`src/design/xbd_pkg.sv`:
```
// Shared types, constants and helpers for the XTEA block decrypt pipeline.
package xbd_pkg;

    localparam int unsigned WORD_W    = 32;
    localparam int unsigned KEY_WORDS = 4;
    localparam int unsigned KEY_IDX_W = 2;

    localparam logic [WORD_W-1:0] DELTA = 32'h9E37_79B9;

    // Key words after reset
    localparam logic [WORD_W-1:0] KEY0_RESET = 32'h1234_5678;
    localparam logic [WORD_W-1:0] KEY1_RESET = 32'hAABB_CCDD;
    localparam logic [WORD_W-1:0] KEY2_RESET = 32'h1010_1010;
    localparam logic [WORD_W-1:0] KEY3_RESET = 32'hF00D_BABE;

    // Register indexes on the configuration port
    localparam logic [KEY_IDX_W-1:0] REG_KEY0 = 2'd0;
    localparam logic [KEY_IDX_W-1:0] REG_KEY1 = 2'd1;
    localparam logic [KEY_IDX_W-1:0] REG_KEY2 = 2'd2;
    localparam logic [KEY_IDX_W-1:0] REG_KEY3 = 2'd3;

    // Block state carried from cell to cell
    typedef struct packed {
        logic [WORD_W-1:0] v1;
        logic [WORD_W-1:0] v0;
    } words_t;

    // Running sum after n rounds remain: delta * n modulo 2^32
    function automatic logic [WORD_W-1:0] round_sum(input int unsigned n);
        logic [63:0] prod;
        prod = 64'(DELTA) * 64'(n);
        return prod[WORD_W-1:0];
    endfunction

endpackage

```
`src/design/xbd_cell.sv`:
```
// One half-round cell of the XTEA decrypt chain, with its own stage register.
module xbd_cell #(
    parameter logic [31:0] SUM       = 32'h0,
    parameter bit          UPDATE_V0 = 1'b0
) (
    input  logic                 clk,
    input  logic                 rst_n,
    input  logic                 in_valid,
    output logic                 in_ready,
    input  xbd_pkg::words_t      in_words,
    input  logic [31:0]          key_word,
    output logic                 out_valid,
    input  logic                 out_ready,
    output xbd_pkg::words_t      out_words
);

    logic            valid_reg;
    xbd_pkg::words_t words_reg;
    xbd_pkg::words_t words_next;
    logic [31:0]     src;
    logic [31:0]     mix;
    logic [31:0]     keyed;

    // Mix the source word and subtract it from the other half
    always_comb
    begin
        words_next = in_words;
        src        = UPDATE_V0 ? in_words.v1 : in_words.v0;
        mix        = ((src << 4) ^ (src >> 5)) + src;
        keyed      = SUM + key_word;
        if (UPDATE_V0)
        begin
            words_next.v0 = in_words.v0 - (mix ^ keyed);
        end
        else
        begin
            words_next.v1 = in_words.v1 - (mix ^ keyed);
        end
    end

    // Take a new item when empty or when the neighbor takes ours
    assign in_ready = !valid_reg || out_ready;

    always_ff @(posedge clk or negedge rst_n)
    begin
        if (!rst_n)
        begin
            valid_reg <= 1'b0;
        end
        else if (in_ready)
        begin
            valid_reg <= in_valid;
        end
    end

    // Load payload only with an item
    always_ff @(posedge clk)
    begin
        if (in_ready && in_valid)
        begin
            words_reg <= words_next;
        end
    end

    assign out_valid = valid_reg;
    assign out_words = words_reg;

endmodule

```
`config.mk`:
```
export PLATFORM = sky130hd
export DESIGN_NAME = xbd_cell
export DESIGN_NICKNAME = d
export VERILOG_FILES = /design/src/design/xbd_pkg.sv /design/src/design/xbd_cell.sv
export SDC_FILE = /design/constraint.sdc
export NUM_CORES = 1
export LEC_CHECK = 0
export CAP_MARGIN = 20
export CORE_UTILIZATION = 40
export DETAILED_ROUTE_END_ITERATION = 10
export DONT_BUFFER_PORTS = 1
export GPL_ROUTABILITY_DRIVEN = 0
export PLACE_DENSITY = 0.54
export SLEW_MARGIN = 20
export SYNTH_ARGS = -nofsm -noshare
export SYNTH_HDL_FRONTEND = slang
export SYNTH_SLANG_ARGS = --single-unit
```
`constraint.sdc`:
```
create_clock -name clk -period 3 [get_ports clk]
set_clock_uncertainty 0.1 [all_clocks]
set_input_delay 0.75 -clock clk [delete_from_list [all_inputs] [get_ports clk]]
set_output_delay 0.75 -clock clk [all_outputs]
set_load 0.05 [all_outputs]
```
==> flow_metrics.py, run 1 <==
metrics = {
    "run_status": {
        "outcome": "complete, but fails checks",
        "violations": "negative setup slack",
    },
    "logic_synthesis": {
        "ys_ff_latch": 65,
        "synth_cell_type_count": 53,
        "ys_seq_area_share_pct": 34.3,
        "synth.cell_area_mm2": 0.00567,
        "syn-num-nets": 732,
        "synth_top_area_share_pct": 33.9,
        "syn_area_per_cell_um2": 10.1,
        "synthCells": 564,
        "synth_top_area_cell": "edfxtp_1",
        "synth_enable_flop_cells": 64,
        "synth_ff_type": "edfxtp_1",
        "ys_warn_count": 0,
        "synth_area_leaders": "edfxtp_1 34%, ha_1 15%, xnor2_1 11%",
        "synthArstFlopShare_pct": 1.54,
    },
    "flow_run": {
        "drv_cap": 0,
    },
    "sta": {
        "rsz0062_at_grt": "yes",
        "relSlewSlack_pct": 61.8,
        "hold_viol_final": 0,
        "post-route-min-period_ns": 4.45,
        "timing.fmax_mhz": 225,
        "setup_viol": 26,
        "worst_pin_slew_ns": 0.573,
        "fin_hold_ws_ns": 0.400,
        "worst_slack_ns": -1.45,
        "min_period_over_period_pct": 148,
        "slew_violations": 0,
    },
    "clocking": {
        "cts_tree": "yes",
        "cts.clk_slew.worst_paths_ns": 0.06,
        "root_buffer": "clkbuf_16",
        "clock_latency_ns": 0.34,
        "numCtsBuffers": 9,
        "clockBufferDepth": 2,
        "cts_sinks": 65,
        "ctsHtreeMaxLevel": 3,
    },
    "floorplanning": {
        "boundaryPins": 166,
        "num_rows": 43,
        "die_height_um": 121,
        "start_util_pct": 40.9,
        "fp.coreArea_mm2": 0.0139,
        "fp.dieW_um": 121,
        "dieArea_mm2": 0.0147,
    },
    "global_routing": {
        "first_global_vias": 5332,
        "gr-usage-all-layers_pct": 24.3,
        "grt_start_max_net_pins": 33,
        "grt_remaining_overflow": 0,
        "grt_antenna_before_repair": 0,
        "grt_pass1_wl_mm": 27.1,
    },
    "power_and_ir_drop": {
        "p_int_mw": 4.11,
        "vdd_ir_drop_max_v": 0.000322,
        "switching_share_pct": 40.6,
        "switching_power_mw": 2.80,
        "power.share.clock_pct": 15.7,
        "seqPwrFrac_pct": 28.4,
        "pwr-share-comb_pct": 55.8,
        "leakagePower_nw": 3.73,
        "pwr_density_cell_mw_per_mm2": 806,
    },
    "setup_path": {
        "ff2ff_setup_slack_ns": 0.82,
        "timing.rr.end": "out_words[29]",
        "r2r-start": "out_valid",
        "crit_type": "in -> reg",
        "critPathLaunchType": "primary input",
        "cp_max_fo": 6,
        "cp_data_arrival_time_ns": 4.43,
        "cp.required_ns": 2.98,
        "crit_path_end_kind": "flip-flop",
        "ff2ff_path_depth": 3,
    },
    "worst_hold_path": {
        "worstHoldEndpoint": "out_words[6]",
        "worst_hold_path_type": "in -> reg",
        "min_from": "in_words[6]",
        "min_path_cells": 0,
    },
    "detailed_routing": {
        "first_iter_violations": 229,
        "wirelength_mm": 17.9,
        "drtAntennaViolNets": 0,
        "firstDrtPassIters": 4,
        "wire_per_inst_um": 18.6,
        "route.detailed.drc": 0,
        "num_vias": 5191,
        "viasPerCell": 5.38,
    },
    "place": {
        "dp_hpwl_mm": 13.5,
        "io_buffers": 0,
        "post-place-ws_ns": -1.81,
    },
    "cells_and_area": {
        "syn2layout_area_growth_pct": 51.1,
        "nets": 950,
        "drive_gt1_share_pct": 42.7,
        "diodes": 0,
    },
}
[layer usage]
layer / global-route usage [%] / vias up / share of wire, %
met3: 6.25 / 33 / 6.4
met1: 31.4 / 2429 / 45
met4: 10.6 / 0 / 3.0
li1: - / 2554 / -
met2: 38.3 / 175 / 46
met5: 0 / - / 0
[how the worst max path moves through the flow]
stage | start | end | slack (ns) | cells after the start
6_report | in_words[6] | out_words[60] | -1.45 | 18
3_3_place_gp | in_words[12] | out_words[57] | -1.70 | 18
2_1_floorplan | in_words[0] | out_words[60] | -1.61 | 20
5_1_grt | in_words[14] | out_words[63] | -1.61 | 20
3_5_place_dp | in_words[9] | out_words[60] | -1.81 | 18
4_1_cts | in_words[0] | out_words[63] | -1.36 | 21
[synth_stat cells, types with 4 or more instances]
cell type / instances
a2111oi_0: 4
and3_1: 9
and4_1: 4
nand2b_1: 8
o21bai_1: 7
xor2_1: 47
a221o_1: 4
nand2_1: 37
a31oi_1: 9
nand3_1: 9
o2111ai_1: 4
inv_1: 17
edfxtp_1: 64
o21ai_0: 18
clkbuf_1: 10
a221oi_1: 4
nor3_1: 7
ha_1: 66
a21o_1: 27
nand4_1: 5
a21oi_1: 54
nor2_1: 24
o21a_1: 5
and2_1: 7
xnor2_1: 68
[final cells by class]
class	count	area [um2]
Fill cell	1148	5310
Multi-Input combinational cell	472	4330
Sequential cell	65	1950
Timing Repair Buffer	217	1710
Clock buffer	9	225
Tap cell	180	225
Clock inverter	5	72.6
Inverter	17	66.3
[power by group through the flow]
stage | Clock, mW | Sequential, mW | Combinational [mW]
global route | 1.14 | 1.98 | 4.16
CTS | 1.11 | 1.97 | 3.42
global placement | 0 | 1.98 | 3.00
floorplan | 0 | 1.96 | 1.88
detailed placement | 0 | 1.98 | 3.06
finish | 1.09 | 1.96 | 3.86
[sequential cells by signal, indices dropped and copies added (netlist names)]
| name | count |
|---|---|
| out_words | 64 |
| out_valid | 1 |
[per-stage QoR]
stage / TNS, ns / instances / area, um2 / utilization, % / power (mW)
finish: -23.11 / 965 / 8570 / 61.7 / 6.91
global route: -26.74 / 965 / 8570 / 61.7 / 7.29
CTS: -23.90 / 958 / 8200 / 59.0 / 6.50
detailed placement: -33.19 / 924 / 7400 / 53.3 / 5.04
global placement: -31.45 / 924 / 7400 / 53.3 / 4.97
floorplan: -23.52 / 564 / 5820 / - / 3.84
[cells by family (layout without fill, tap and decap cells)]
logic type | Yosys count | count (layout) | synth area share [%]
adders and majority gates | 68 | 68 | 15.3
DFF | 65 | 65 | 34.3
buffers and inverters | 27 | 248 | 1.79
and+or+nand+nor | 125 | 125 | 11.1
xor gates and xnor gates | 115 | 115 | 17.8
AOI/OAI and AO/OA | 164 | 164 | 19.7
[worst max-delay path, cell delays in order]
cell and delay, ns:
xor2_4 0.21, ha_4 0.24, a21o_1 0.22, a2111oi_4 0.26
o311ai_2 0.19, a311o_1 0.32, a21o_1 0.18, a21oi_2 0.14
xnor2_1 0.16, ha_1 0.32, a21oi_2 0.15, nand2_1 0.08
a31oi_2 0.18, o311ai_2 0.12, a221o_1 0.36, and2_4 0.16
o41ai_4 0.29, xnor2_1 0.10
[cell usage in the layout (no fill, tap or decap), types with 9 or more instances in the layout]
master / netlist / routed
nand2_1: 37 / 31
xnor2_1: 68 / 57
inv_1: 17 / 15
nand3_1: 9 / 9
o21ai_0: 18 / 10
buf_4: 0 / 196
a21o_1: 27 / 26
xnor2_2: 0 / 10
a21oi_2: 0 / 19
buf_6: 0 / 20
nor2_1: 24 / 17
a21oi_1: 54 / 31
xor2_1: 47 / 43
edfxtp_1: 64 / 64
ha_1: 66 / 56
clkbuf_16: 0 / 9
[what timing repair did]
item,CTS,global route
hold buffers,1,0
pin swaps,42,42
endpoints found under the hold margin,1,0
gates resized for setup,56,71
setup buffers,27,17
setup endpoints to repair,25,27
(Power assumes the default switching activity.)
==> inputs of run 2 (changes only) <==
--- a/config.mk
+++ b/config.mk
@@ -6,11 +6,14 @@
 export NUM_CORES = 1
 export LEC_CHECK = 0
 export CAP_MARGIN = 20
+export CELL_PAD_IN_SITES_DETAIL_PLACEMENT = 1
+export CELL_PAD_IN_SITES_GLOBAL_PLACEMENT = 1
+export CORE_ASPECT_RATIO = 0.7
 export CORE_UTILIZATION = 40
 export DETAILED_ROUTE_END_ITERATION = 10
 export DONT_BUFFER_PORTS = 1
 export GPL_ROUTABILITY_DRIVEN = 0
-export PLACE_DENSITY = 0.54
+export PLACE_DENSITY = 0.68
 export SLEW_MARGIN = 20
 export SYNTH_ARGS = -nofsm -noshare
 export SYNTH_HDL_FRONTEND = slang
==> run 2 against run 1 <==
  * The flow still finishes with violations (negative setup slack)
  * Via count up 16%
  * Register-to-register slack better by 0.05 ns
  * Fmax down 9.0%
  * Flip-flop and latch count unchanged
  * Critical path depth up 3
  * Critical endpoint is now out_words[62]
==> flow_metrics.py, run 2 (same netlist as run 1, synthesis figures left out) <==
metrics = {
    "run_status": {
        "outcome": "complete, but fails checks",
        "violations": "negative setup slack",
    },
    "floorplanning": {
        "boundaryPins": 166,
        "fp.dieW_um": 144,
        "fp.coreArea_mm2": 0.0135,
        "dieArea_mm2": 0.0147,
        "start_util_pct": 42.1,
        "num_rows": 35,
        "die_height_um": 102,
    },
    "sta": {
        "post-route-min-period_ns": 4.89,
        "slew_violations": 0,
        "rsz0062_at_grt": "yes",
        "setup_viol": 27,
        "timing.fmax_mhz": 204,
        "worst_slack_ns": -1.89,
        "relSlewSlack_pct": 62.4,
        "worst_pin_slew_ns": 0.564,
        "min_period_over_period_pct": 163,
        "hold_viol_final": 0,
    },
    "detailed_routing": {
        "drtAntennaViolNets": 0,
        "wirelength_mm": 27.3,
        "firstDrtPassIters": 7,
        "first_iter_violations": 411,
        "route.detailed.drc": 0,
        "wire_per_inst_um": 27.7,
        "viasPerCell": 6.11,
        "num_vias": 6016,
    },
    "place": {
        "post-place-ws_ns": -1.94,
        "io_buffers": 0,
        "dp_hpwl_mm": 15.7,
    },
    "clocking": {
        "clockBufferDepth": 2,
        "clock_latency_ns": 0.34,
        "root_buffer": "clkbuf_16",
        "numCtsBuffers": 9,
        "cts_tree": "yes",
        "ctsHtreeMaxLevel": 3,
        "cts.clk_slew.worst_paths_ns": 0.07,
        "cts_sinks": 65,
    },
    "setup_path": {
        "ff2ff_setup_slack_ns": 0.87,
        "critPathLaunchType": "primary input",
        "ff2ff_path_depth": 3,
        "crit_path_end_kind": "flip-flop",
        "timing.rr.end": "out_words[29]",
        "path_cells": "ha_4 -> inv_2 -> fa_2 -> nor2b_4 -> o2111ai_2 -> nor4bb_4 -> or2_4 -> a21oi_4 -> a21o_1 -> a41oi_2 -> xnor2_1 -> ha_1 -> a21oi_2 -> nand2_1 -> a31oi_2 -> o311ai_2 -> a221o_1 -> buf_4 -> a41oi_2 -> o21ai_1 -> xnor2_1",
        "cp_data_arrival_time_ns": 4.89,
        "r2r-start": "out_valid",
        "cp.required_ns": 3.00,
        "critPathMaxStageDelay_ns": 0.40,
        "cp_max_fo": 5,
        "cpMaxStageDelayCell": "fa_2",
        "crit_type": "in -> reg",
    },
    "global_routing": {
        "gr-usage-all-layers_pct": 31.6,
        "grt_pass1_wl_mm": 34.1,
        "grt_antenna_before_repair": 0,
        "grt_remaining_overflow": 0,
        "grt_start_max_net_pins": 65,
        "first_global_vias": 6127,
    },
    "cells_and_area": {
        "nets": 962,
        "layout_commonest_cell": "buf_4",
        "largest_reg_flops": 64,
        "drive_gt1_share_pct": 44.8,
        "diodes": 0,
        "syn2layout_area_growth_pct": 55.0,
        "mostFrequentLayoutCells": "210 x buf_4, 64 x edfxtp_1, 57 x xnor2_1, 53 x ha_1, 40 x xor2_1",
        "final_core_util_pct": 65.2,
    },
    "power_and_ir_drop": {
        "pwr_density_cell_mw_per_mm2": 853,
        "leakagePower_nw": 3.80,
        "vdd_ir_drop_max_v": 0.000355,
    },
    "worst_hold_path": {
        "worst_hold_path_type": "in -> reg",
        "min_from": "in_words[9]",
        "min_path_cells": 0,
        "worstHoldEndpoint": "out_words[9]",
    },
    "flow_run": {
        "drv_cap": 0,
    },
}
[run 2: changes by cell type in the layout (fill, tap and decap cells not counted), sizes merged]
cell and change:
buf +12, clkinvlp +2, bufinv -1, clkinv +1
[run 2: worst max path at each step]
stage | from | endpoint | slack [ns] | cells after the start
3_3_place_gp | in_words[6] | out_words[60] | -1.83 | 18
6_report | in_words[0] | out_words[62] | -1.89 | 21
4_1_cts | in_words[14] | out_words[63] | -1.41 | 19
5_1_grt | in_words[0] | out_words[62] | -2.00 | 21
2_1_floorplan | in_words[0] | out_words[60] | -1.61 | 20
3_5_place_dp | in_words[6] | out_words[60] | -1.94 | 19
[run 2: where the power goes]
part,leakage (nW),internal [mW],switching (mW)
Combinational,3.04,2.20,2.25
Clock,0.134,0.634,0.446
Sequential,0.620,1.31,0.654
[run 2: cell type report]
| type | instances | area (um2) |
|---|---|---|
| Timing Repair Buffer | 229 | 1800 |
| Multi-Input combinational cell | 472 | 4470 |
| Sequential cell | 65 | 1950 |
| Clock inverter | 7 | 61.3 |
| Clock buffer | 9 | 225 |
| Inverter | 17 | 63.8 |
| Fill cell | 1442 | 4690 |
| Tap cell | 185 | 231 |
[run 2: repair_timing]
action,CTS,global route
hold endpoints to repair,1,0
setup buffers,34,14
setup endpoints to repair,25,27
resized for setup,79,56
pin swaps,46,37
hold buffers,1,0
[run 2: critical path: cells and delay by family]
family	cells	cell delay (ns)
AND/OR/NAND/NOR	4	0.80
XOR/XNOR	2	0.34
buffers and inverters	2	0.19
AO/OA/AOI/OAI	10	1.98
adder cells (fa/ha/maj)	3	0.82
[run 2: stage by stage]
| step | setup TNS [ns] | power, mW | cells | area (um2) | hold slack (ns) |
|---|---|---|---|---|---|
| 2_1_floorplan | -23.52 | 3.84 | 564 | 5820 | 0.354 |
| 3_3_place_gp | -32.99 | 4.98 | 922 | 7370 | 0.354 |
| 3_5_place_dp | -35.56 | 5.14 | 922 | 7370 | 0.354 |
| 4_1_cts | -23.73 | 6.73 | 970 | 8320 | 0.391 |
| 5_1_grt | -33.25 | 7.75 | 984 | 8790 | 0.376 |
| 6_report | -30.59 | 7.50 | 984 | 8790 | 0.384 |
[run 2: routing by layer]
metal,GRT usage [%],vias to the layer above,routed length (um)
li1,-,2573,-
met1,40.9,2996,11600
met2,49.9,359,12700
met3,8.65,88,2100
met4,12.8,0,956
met5,0,-,0
